===== config.mk =====
export PLATFORM = sky130hd
export DESIGN_NAME = epoch_seconds_to_calendar_top
export DESIGN_NICKNAME = d
export VERILOG_FILES = /design/src/design/ecal_pkg.sv /design/src/design/ecal_sub.sv /design/src/design/ecal_ctrl.sv /design/src/design/epoch_seconds_to_calendar_top.sv
export SDC_FILE = /design/constraint.sdc
export NUM_CORES = 1
export LEC_CHECK = 0
export ABC_AREA = 1
export BUFFER_PORTS_ARGS = -buffer_cell sky130_fd_sc_hd__buf_2
export CAP_MARGIN = 20
export CORE_UTILIZATION = 40
export DETAILED_ROUTE_END_ITERATION = 6
export HOLD_SLACK_MARGIN = 0.08
export PLACE_DENSITY_LB_ADDON = 0.25
export SLEW_MARGIN = 20
export SYNTH_ARGS = -nofsm -noshare
export SYNTH_HDL_FRONTEND = slang
export SYNTH_SLANG_ARGS = --single-unit

===== constraint.sdc =====
create_clock -name clk_i -period 6.66 [get_ports clk_i]
set_input_delay 0.333 -clock clk_i [delete_from_list [all_inputs] [get_ports clk_i]]
set_output_delay 0.333 -clock clk_i [all_outputs]
set_load 0.05 [all_outputs]

===== src/design/ecal_pkg.sv =====
package ecal_pkg;

  // data path width of the shared compare-subtract unit
  localparam int unsigned AluW = 31;

  // divisors for the restoring divisions
  localparam logic [AluW-1:0] DAY_SECS  = 31'd86400;
  localparam logic [AluW-1:0] SIXTY     = 31'd60;
  localparam logic [AluW-1:0] WEEK_DAYS = 31'd7;

  // year lengths
  localparam logic [AluW-1:0] LEAP_YEAR_DAYS  = 31'd366;
  localparam logic [AluW-1:0] PLAIN_YEAR_DAYS = 31'd365;

  // top quotient bit of each division
  localparam logic [3:0] DAY_TOP_BIT  = 4'd14;
  localparam logic [3:0] MIN_TOP_BIT  = 4'd10;
  localparam logic [3:0] HOUR_TOP_BIT = 4'd4;
  localparam logic [3:0] WDAY_TOP_BIT = 4'd11;

  localparam logic [7:0]  BASE_YEAR     = 8'd70;
  localparam logic [30:0] EPOCH_WEEKDAY = 31'd4;
  localparam logic [3:0]  LAST_MONTH    = 4'd11;

  // month indexes, january is zero
  localparam logic [3:0] MON_FEB = 4'd1;
  localparam logic [3:0] MON_APR = 4'd3;
  localparam logic [3:0] MON_JUN = 4'd5;
  localparam logic [3:0] MON_SEP = 4'd8;
  localparam logic [3:0] MON_NOV = 4'd10;

  typedef struct packed {
    logic [5:0] second;
    logic [5:0] minute;
    logic [4:0] hour;
    logic [2:0] weekday;
    logic [4:0] month_day;
    logic [3:0] month;
    logic [7:0] year_since_1900;
  } ecal_result_t;

  // days in a month, zero-based month index
  function automatic logic [4:0] month_len(input logic [3:0] mon, input logic leap);
    logic [4:0] len;
    unique case (mon)
      MON_FEB: len = leap ? 5'd29 : 5'd28;
      MON_APR, MON_JUN, MON_SEP, MON_NOV: len = 5'd30;
      default: len = 5'd31;
    endcase
    return len;
  endfunction

endpackage


===== src/design/ecal_sub.sv =====
module ecal_sub
  import ecal_pkg::*;
(
  input  logic [AluW-1:0] a_i,
  input  logic [AluW-1:0] b_i,
  output logic [AluW-1:0] diff_o,
  output logic            ge_o
);

  logic [AluW:0] wide;

  // one subtract, borrow out gives the compare
  assign wide   = {1'b0, a_i} - {1'b0, b_i};
  assign diff_o = wide[AluW-1:0];
  assign ge_o   = ~wide[AluW];

endmodule


===== src/design/ecal_ctrl.sv =====
module ecal_ctrl
  import ecal_pkg::*;
(
  input  logic         clk_i,
  input  logic         rst_ni,
  input  logic         start_i,
  input  logic [30:0]  secs_i,
  output logic         busy_o,
  output logic         res_valid_o,
  input  logic         res_ready_i,
  output ecal_result_t res_o
);

  typedef enum logic [2:0] {
    ST_IDLE, ST_DAY, ST_MIN, ST_HOUR, ST_WDAY, ST_YEAR, ST_MONTH, ST_DONE
  } state_e;

  state_e          state_q;
  logic [AluW-1:0] rem_q;
  logic [14:0]     quo_q;
  logic [3:0]      bit_q;
  logic [14:0]     days_q;
  logic [5:0]      sec_q;
  logic [5:0]      min_q;
  logic [4:0]      hour_q;
  logic [2:0]      wday_q;
  logic [7:0]      yr_q;
  logic [3:0]      mon_q;

  logic [AluW-1:0] sub_b;
  logic [AluW-1:0] diff;
  logic            ge;
  logic [AluW-1:0] rem_step;
  logic [14:0]     quo_d;
  logic            leap;

  assign leap = (yr_q[1:0] == 2'd0);

  // operand select for the shared unit
  always_comb begin
    unique case (state_q)
      ST_DAY:         sub_b = DAY_SECS << bit_q;
      ST_MIN,
      ST_HOUR:        sub_b = SIXTY << bit_q;
      ST_WDAY:        sub_b = WEEK_DAYS << bit_q;
      ST_YEAR:        sub_b = leap ? LEAP_YEAR_DAYS : PLAIN_YEAR_DAYS;
      ST_MONTH:       sub_b = AluW'(month_len(mon_q, leap));
      ST_IDLE,
      ST_DONE:        sub_b = '0;
      default:        sub_b = '0;
    endcase
  end

  ecal_sub u_sub (
    .a_i    (rem_q),
    .b_i    (sub_b),
    .diff_o (diff),
    .ge_o   (ge)
  );

  // restoring division step
  assign rem_step = ge ? diff : rem_q;
  assign quo_d    = {quo_q[13:0], ge};

  // sequencer
  always_ff @(posedge clk_i or negedge rst_ni) begin
    if (!rst_ni) begin
      state_q <= ST_IDLE;
      rem_q   <= '0;
      quo_q   <= '0;
      bit_q   <= '0;
      days_q  <= '0;
      sec_q   <= '0;
      min_q   <= '0;
      hour_q  <= '0;
      wday_q  <= '0;
      yr_q    <= '0;
      mon_q   <= '0;
    end else begin
      unique case (state_q)
        ST_IDLE: begin
          if (start_i) begin
            rem_q   <= secs_i;
            quo_q   <= '0;
            bit_q   <= DAY_TOP_BIT;
            state_q <= ST_DAY;
          end
        end
        // seconds to days, remainder is second of day
        ST_DAY: begin
          if (bit_q == 4'd0) begin
            rem_q   <= rem_step;
            days_q  <= quo_d;
            quo_q   <= '0;
            bit_q   <= MIN_TOP_BIT;
            state_q <= ST_MIN;
          end else begin
            rem_q <= rem_step;
            quo_q <= quo_d;
            bit_q <= bit_q - 4'd1;
          end
        end
        // second of day to minutes
        ST_MIN: begin
          if (bit_q == 4'd0) begin
            sec_q   <= rem_step[5:0];
            rem_q   <= AluW'(quo_d[10:0]);
            quo_q   <= '0;
            bit_q   <= HOUR_TOP_BIT;
            state_q <= ST_HOUR;
          end else begin
            rem_q <= rem_step;
            quo_q <= quo_d;
            bit_q <= bit_q - 4'd1;
          end
        end
        // minutes to hours
        ST_HOUR: begin
          if (bit_q == 4'd0) begin
            min_q   <= rem_step[5:0];
            hour_q  <= quo_d[4:0];
            rem_q   <= AluW'(days_q) + EPOCH_WEEKDAY;
            quo_q   <= '0;
            bit_q   <= WDAY_TOP_BIT;
            state_q <= ST_WDAY;
          end else begin
            rem_q <= rem_step;
            quo_q <= quo_d;
            bit_q <= bit_q - 4'd1;
          end
        end
        // day count plus the epoch weekday, mod 7, for the weekday
        ST_WDAY: begin
          if (bit_q == 4'd0) begin
            wday_q  <= rem_step[2:0] + 3'd1;
            rem_q   <= AluW'(days_q);
            yr_q    <= BASE_YEAR;
            state_q <= ST_YEAR;
          end else begin
            rem_q <= rem_step;
            quo_q <= quo_d;
            bit_q <= bit_q - 4'd1;
          end
        end
        // strip whole years
        ST_YEAR: begin
          if (ge) begin
            rem_q <= diff;
            yr_q  <= yr_q + 8'd1;
          end else begin
            mon_q   <= '0;
            state_q <= ST_MONTH;
          end
        end
        // strip whole months, december takes the rest
        ST_MONTH: begin
          if (mon_q == LAST_MONTH || !ge) begin
            state_q <= ST_DONE;
          end else begin
            rem_q <= diff;
            mon_q <= mon_q + 4'd1;
          end
        end
        ST_DONE: begin
          if (res_ready_i) begin
            state_q <= ST_IDLE;
          end
        end
        default: state_q <= ST_IDLE;
      endcase
    end
  end

  assign busy_o      = (state_q != ST_IDLE);
  assign res_valid_o = (state_q == ST_DONE);

  always_comb begin
    res_o.second          = sec_q;
    res_o.minute          = min_q;
    res_o.hour            = hour_q;
    res_o.weekday         = wday_q;
    res_o.month_day       = rem_q[4:0] + 5'd1;
    res_o.month           = mon_q + 4'd1;
    res_o.year_since_1900 = yr_q;
  end

endmodule


===== src/design/epoch_seconds_to_calendar_top.sv =====
// channel | signals                                  | direction
// in      | in_valid_i, in_stall_o, epoch_seconds_i  | one transaction in per conversion
// out     | out_valid_o, out_stall_i, second_o ..    | one transaction out per conversion
//
// one conversion runs four restoring divisions (15 + 11 + 5 + 12 steps), then one
// compare-subtract per year stripped plus a closing compare, and one per month stripped
// (up to 11) plus one, all through one shared 31-bit compare-subtract unit; the result
// then moves to the output register when that register can take it, and the next input
// is taken only once the sequencer is back in idle.
// in_stall_o is high from the input transaction until the result moves to the output
// register; the next transaction is taken while that register waits for out_stall_i.
// rst_ni clears the sequencer and the output valid asynchronously.
module epoch_seconds_to_calendar_top
  import ecal_pkg::*;
(
  input  logic        clk_i,
  input  logic        rst_ni,
  input  logic        in_valid_i,
  output logic        in_stall_o,
  input  logic [30:0] epoch_seconds_i,
  output logic        out_valid_o,
  input  logic        out_stall_i,
  output logic [5:0]  second_o,
  output logic [5:0]  minute_o,
  output logic [4:0]  hour_o,
  output logic [2:0]  weekday_o,
  output logic [4:0]  month_day_o,
  output logic [3:0]  month_o,
  output logic [7:0]  year_since_1900_o
);

  logic         busy;
  logic         res_valid;
  logic         res_ready;
  ecal_result_t res;
  ecal_result_t out_q;
  logic         out_valid_q;

  assign in_stall_o = busy;
  assign res_ready  = !out_valid_q || !out_stall_i;

  ecal_ctrl u_ctrl (
    .clk_i       (clk_i),
    .rst_ni      (rst_ni),
    .start_i     (in_valid_i && !busy),
    .secs_i      (epoch_seconds_i),
    .busy_o      (busy),
    .res_valid_o (res_valid),
    .res_ready_i (res_ready),
    .res_o       (res)
  );

  // output register valid
  always_ff @(posedge clk_i or negedge rst_ni) begin
    if (!rst_ni) begin
      out_valid_q <= 1'b0;
    end else if (res_valid && res_ready) begin
      out_valid_q <= 1'b1;
    end else if (!out_stall_i) begin
      out_valid_q <= 1'b0;
    end
  end

  // output register payload
  always_ff @(posedge clk_i) begin
    if (res_valid && res_ready) begin
      out_q <= res;
    end
  end

  assign out_valid_o       = out_valid_q;
  assign second_o          = out_q.second;
  assign minute_o          = out_q.minute;
  assign hour_o            = out_q.hour;
  assign weekday_o         = out_q.weekday;
  assign month_day_o       = out_q.month_day;
  assign month_o           = out_q.month;
  assign year_since_1900_o = out_q.year_since_1900;

endmodule

* After elaboration in Yosys (flattened, before gate mapping)
Cells that the tools add are included.
** Operators by class
- Add/sub/neg operators :: 7
- Multipliers :: 0
- Divide/modulo/power cells :: 0
- Magnitude comparators :: 0
- Equal/unequal tests :: 25
- Shift operators :: 3
- Muxes and demuxes :: 38
- Bitwise operators :: 1
- Reduce and logical (&&, ||, !) cells :: 31
** Operators by type and width (number)
- $pmux W31 S6 :: 2
- $mux W31 :: 6
- $mux W14 :: 3
- $pmux W14 S3 :: 1
- $sub A31 B31 Y32 :: 1
- $shl A17 B4 Y31 const A :: 1
- $shl A3 B4 Y31 const A :: 1
- $shl A6 B4 Y31 const A :: 1
- $mux W4 :: 7
- $mux W3 :: 8
- $pmux W3 S8 :: 1
- $pmux W4 S5 :: 1
- $add A15 B3 Y16 const B :: 1
- $mux W8 :: 2
- $ne A2 B1 Y1 const B :: 8
- $pmux W8 S2 :: 1
- $reduce_and A3 Y1 :: 5
- $eq A3 B3 Y1 const B :: 4
- $eq A4 B4 Y1 const B :: 3
- $pmux W5 S2 :: 1
- $add A8 B1 Y8 const B :: 1
- $ne A2 B2 Y1 const B :: 4
- $pmux W4 S2 :: 1
- $reduce_and A2 Y1 :: 4
- other kinds (26) :: 37
** Storage, ports and cells
- Register bits :: 137
- Bits in latches :: 0
- RAM bits :: 0
- ROM bits :: 0
- Bits of input ports :: 35
- Output and inout port bits :: 39
- Logic and storage cells :: 124
- Memories :: 0

* Depth between registers and ports, before layout
- Word-level depth :: 8
- Mapped depth :: 28
- Depth with buffers taken out :: 26

* Modules after synthesis
From an unflattened synthesis, not the netlist that was laid out.
** Second synthesis, totals
- Cells, all modules :: 1556
- Area, all modules :: 10287.4 µm²
** Modules (own cells, without submodules)
- ecal_ctrl :: times used 1, cells each 993, area each 6620.1 µm², seq. area each 2477.4 µm²
- ecal_sub :: times used 1, cells each 519, area each 2507.4 µm², seq. area each 0.0 µm²
- epoch_seconds_to_calendar_top :: times used 1, cells each 44, area each 1159.9 µm², seq. area each 1136.1 µm²

* Least setup slack after synthesis
OpenSTA, ideal clock, no wires.
- Kind :: reg2reg
- Start :: register u_ctrl.state_q[0]
- End :: register u_ctrl.wday_q[2]
- Setup time :: 0.082 ns
- Arrival :: 3.843 ns
- Required time :: 6.578 ns
- Path slack :: 2.735 ns
- Cell stages (with the launch flop) :: 23
- Buffers on the path :: 3
- Period minus slack after synthesis :: 3.925 ns
- Path through :: dfrtp_1 buf_2 nor2_2 nand2_1 nand2_1 nor2_1 clkbuf_1 a22oi_1 ha_1 nand2_2 inv_2 nand2_1 nand2_1 nand2_1 nand2_1 a21oi_4 nand2_8 buf_2 nand2_1 nand2_1 ha_1 nand3b_1 a31oi_1
** On the way
- Longest elaborated chain between the ends :: 6
- Elaborated cells between the ends (all ways) :: 15
- Those cells by class :: add/sub: 2; eq/ne: 7; mux: 2; reduce/logical: 4
** RTL lines
- start, declared :: line ecal_ctrl.sv:18 : state_e state_q;
- start signal, assigned :: line ecal_ctrl.sv:68 : state_q <= ST_IDLE;
- start signal, assigned :: line ecal_ctrl.sv:86 : state_q <= ST_DAY;
- start signal, assigned :: line ecal_ctrl.sv:96 : state_q <= ST_MIN;
- $eq A3 B3 Y1 (tied with other cells) :: line ecal_ctrl.sv:41 : unique case (state_q)
- $reduce_or A2 Y1 :: line ecal_ctrl.sv:41
- $pmux W31 S6 * :: line ecal_ctrl.sv:41
- $sub A31 B31 Y32 * :: line ecal_sub.sv:13 : assign wide = {1'b0, a_i} - {1'b0, b_i};
- $mux W31 * :: line ecal_ctrl.sv:62 : assign rem_step = ge ? diff : rem_q;
- via u_ctrl.rem_step[0] :: line ecal_ctrl.sv:33 : logic [AluW-1:0] rem_step;
- $add A3 B1 Y3 * :: line ecal_ctrl.sv:135 : wday_q <= rem_step[2:0] + 3'd1;
- end signal, assigned :: line ecal_ctrl.sv:135
- end, declared :: line ecal_ctrl.sv:26 : logic [2:0] wday_q;
Mark *: on every way through the listed nets, which the timed path passes. The rest lies on a longest branch.
A chain may end at the register's enable or synchronous reset.

* Worst setup path after layout
- Start :: register u_ctrl.state_q[0]
- End :: register u_ctrl.rem_q[23]
** On the way
- Longest elaborated chain between the ends :: 7
- Elaborated cells between the ends (all ways) :: 27
- Those cells by class :: add/sub: 1; eq/ne: 9; mux: 7; reduce/logical: 10
** RTL lines
- $eq A3 B3 Y1 (tied with other cells) :: line ecal_ctrl.sv:41
- $reduce_or A2 Y1 :: line ecal_ctrl.sv:41
- $pmux W31 S6 :: line ecal_ctrl.sv:41
- $sub A31 B31 Y32 :: line ecal_sub.sv:13
- $mux W31 / $logic_or A1 B1 Y1 (equally long branches) :: line ecal_ctrl.sv:62, ecal_ctrl.sv:157
- $mux W31 (tied with other cells) :: line ecal_ctrl.sv:134 : if (bit_q == 4'd0) begin
- $pmux W31 S6 / $reduce_and A3 Y1 (equally long branches)
- end signal, assigned :: line ecal_ctrl.sv:83 : rem_q <= secs_i;
- end signal, assigned :: line ecal_ctrl.sv:136 : rem_q <= AluW'(days_q);
- end signal, assigned :: line ecal_ctrl.sv:140 : rem_q <= rem_step;
- end, declared :: line ecal_ctrl.sv:19 : logic [AluW-1:0] rem_q;
Several ways; a longest one is shown, not always the timed one. The select of a mux whose other input is x is not followed.

==> results.md <==
* Max-Slew Margin vs Limit at 36.6%
* Critical path peak fanout at 42
* Vias at ~9200
* Critical path type: register to register
* Async SR Flop Fraction at between 70% and 80%
* Tcrit/Tclk final at 76.0%
* IO Port Bufs at 73
* DRT antenna net count at 0
* Synth Flop Type: dfrtp_1
* Register area share after synthesis at 36.8%
* RSZ-0062 raised after global routing: no
* Vias per cell at 5.18
* Nets at 1532
* Share of layout cells above drive strength 1 at 14.1%
* Yosys reg bits at 137
* First-pass GRT wire length at about 46 mm
* Post-route insts no fill at 1784
* Mapped Area at between 9000 and 10000 sq um
* DRC viols at 0
* Pins Over Slew Limit at 0
* Core Area at 23800 sq um
* Fin. Hold Viols at 0
* I/O pins at 74
* N_diodes at 0
* Avg Inst Size Synth at 7.07 sq um
* Die H at 159 microns
* Post-Layout Inst Area at 11100 sq um
* Antenna violations before repair at 0
* CTS buffer count at 17
* Worst path cell trace: nor2_2 -> nor2_1 -> inv_1 -> nand2_1 -> nor2_1 -> inv_1 -> o21ai_0 -> inv_1 -> ha_1 -> nand2_1 -> nor2_1 -> nand2_1 -> nor2_4 -> nand2_8 -> nand2_8 -> nand2_4 -> nand2_2 -> nand3_4 -> nor2_2 -> nand2_1 -> nand2_1
* FMAX at 198 MHz
* Clk buf depth at 2
* Final WL at 28.9 mm
* Setup Skew at 0.0178 ns
* Initial core utilization at 41.3%
* Iter 0 DRT Violations at 789
* Slowest CP cell: nor2_1
* H-tree Lvls at 4
* Syn Inst Count at 1390
* Critical Path RT at 7.02 ns
* Startpoint types: register
* Clock Latency Late Sink at approximately 0.44 ns
* Detailed Place HPWL at 22.1 mm
* CP dominant cell by count: nand2_1
* Largest net degree at the start of global routing at 74
* Post-synth EDFFs at 37
* Placed Cells at between 1500 and 2000
* Global placement routability congestion at 0.955
* Tightest hold margin at 0.225 ns
* Die W at 159 microns
* Final-report setup violation count at 0
* GRT Total Usage at about 24%
* Vias in the first global route at 8649
* Worst stage delay on the critical path at 0.73 ns
* Synth unique cells at 60
* Crit path time final at 5.06 ns
* Hold Path Class: primary input to register
* Die Footprint at ~25000 sq um
* Status: complete, no violations
* Clk slew on worst S/H paths at approximately 0.07 ns
* Row count at 56
* Root Buffer Master: clkbuf_16
* Max-cap violation count at 0
* Placed Area at roughly 10000 sq um
* Worst-Margin Slew at 0.951 ns
* Syn_nets at 1470
* GR Overflow Total at 0
* Synth-to-Final Area Change at 13.0%
* WL/cell at 16.2 microns
* Sum Neg Setup Slack at 0 ns
* Worst path arrival time at 5.42 ns
* TritonCTS clock tree: done
* Yosys warning count at 0
* DR pass1 iterations at 6
* Clk sink count at 137
* Crit path capture type: register
==> per-stage QoR <==
| step | setup slack, ns | utilization (%) |
|---|---|---|
| 6_report | 1.60 | 46.7 |
| 5_1_grt | 1.11 | 46.7 |
| 3_5_place_dp | 1.70 | 43.9 |
| 3_3_place_gp | 1.87 | 43.9 |
| 4_1_cts | 1.67 | 46.6 |
| 2_1_floorplan | 2.73 | - |
==> cells in the mapped netlist, drive strengths merged (3+ instances only) <==
library cell    n  area share [%]
nand2         453              18
inv           176             6.7
nor2          171             7.7
o21ai         109             5.7
dfrtp         100              25
nand3          79             4.3
a21oi          61             3.5
ha             44             5.6
edfxtp         37              11
buf            22             1.6
o22ai          21             1.3
xor2           16             1.4
clkbuf         15            0.57
nand4          12            0.76
nor3           10            0.61
xnor2          10            0.89
nand3b          9            0.69
or2             6            0.38
a22oi           4            0.31
a31oi           4            0.25
o2111ai         4            0.36
clkinv          3            0.13
o211ai          3            0.23
o21bai          3            0.23
o31ai           3            0.23
==> state kept, by name, indices dropped and copies added (netlist names), 5 cells and up <==
name               cells
u_ctrl.rem_q          31
u_ctrl.sec_q           6
year_since_1900_o      8
minute_o               6
month_day_o            5
u_ctrl.days_q         15
hour_o                 5
u_ctrl.quo_q          14
second_o               6
u_ctrl.hour_q          5
u_ctrl.yr_q            8
u_ctrl.min_q           6
==> cells in the final DEF, fill, tap and decap left out, drive strengths merged, types with 3 or more instances in the layout <==
cell,count
nor3,10
nand3b,9
ha,44
o31ai,3
a31oi,4
buf,79
xnor2,10
o22ai,21
nand4,12
a22oi,4
o211ai,3
dfrtp,100
or2,6
a21oi,61
clkinv,9
inv,183
clkbuf,17
nand2,453
o21bai,3
o21ai,109
edfxtp,37
o2111ai,4
nand3,79
xor2,16
nor2,171
==> final cells by class <==
cell class / instances / area, sq um
fillers: 2433 / 12700
multi-input cells: 1037 / 5340
flip-flops and latches: 137 / 3610
inverters: 179 / 673
repair buffers: 80 / 443
clock buffers: 17 / 425
well taps: 319 / 399
clock inverters: 15 / 204
==> layer usage <==
metal  global-route usage, %  wire (microns)
met1                    33.2           13600
met2                    38.6           13000
met3                    3.46            1500
met4                    8.97             813
met5                       0               0
==> worst max-delay path, delay by kind of cell (launching register included) <==
kind	cells	cell delay, ns
buffers and inverters	3	0.44
AO/OA/AOI/OAI	1	0.31
AND/OR/NAND/NOR	16	3.32
adder cells (fa/ha/maj)	1	0.36
flip-flops	1	0.50
==> worst paths after layout <==
| path | slack (ns) | endpoint | depth (start not counted) | start |
|---|---|---|---|---|
| hold / removal | 0.22 | u_ctrl.rem_q[13] | 5 | epoch_seconds_i[13] |
| min in group asynchronous | 0.35 | u_ctrl.quo_q[11] | 2 | rst_ni |
| setup / recovery | 1.60 | u_ctrl.rem_q[23] | 21 | u_ctrl.state_q[0] |
| setup reg to reg | 1.60 | u_ctrl.rem_q[23] | 21 | u_ctrl.state_q[0] |
| max in group asynchronous | 5.01 | u_ctrl.yr_q[6] | 3 | rst_ni |
| hold reg to reg | 0.45 | weekday_o[2] | 0 | u_ctrl.wday_q[2] |
==> repair_timing <==
item / CTS / global route
hold endpoints to repair: 27 / 0
setup buffers: 0 / 0
resized for setup: 0 / 0
hold buffers: 1 / 0
==> cells by family (layout without fill, tap and decap cells) <==
kind of cell	after synthesis	after routing	synth area share, %
simple gates	742	742	32.9
compound gates	223	223	13.1
buf+inv	216	291	9.03
flops	137	137	36.8
fa+ha+maj	45	45	5.81
xor+xnor	26	26	2.32
mux	1	1	0.102
Power is left out: the tool's default activity adds up to more than one toggle a clock period on the data nets, which glitch-free logic cannot reach.
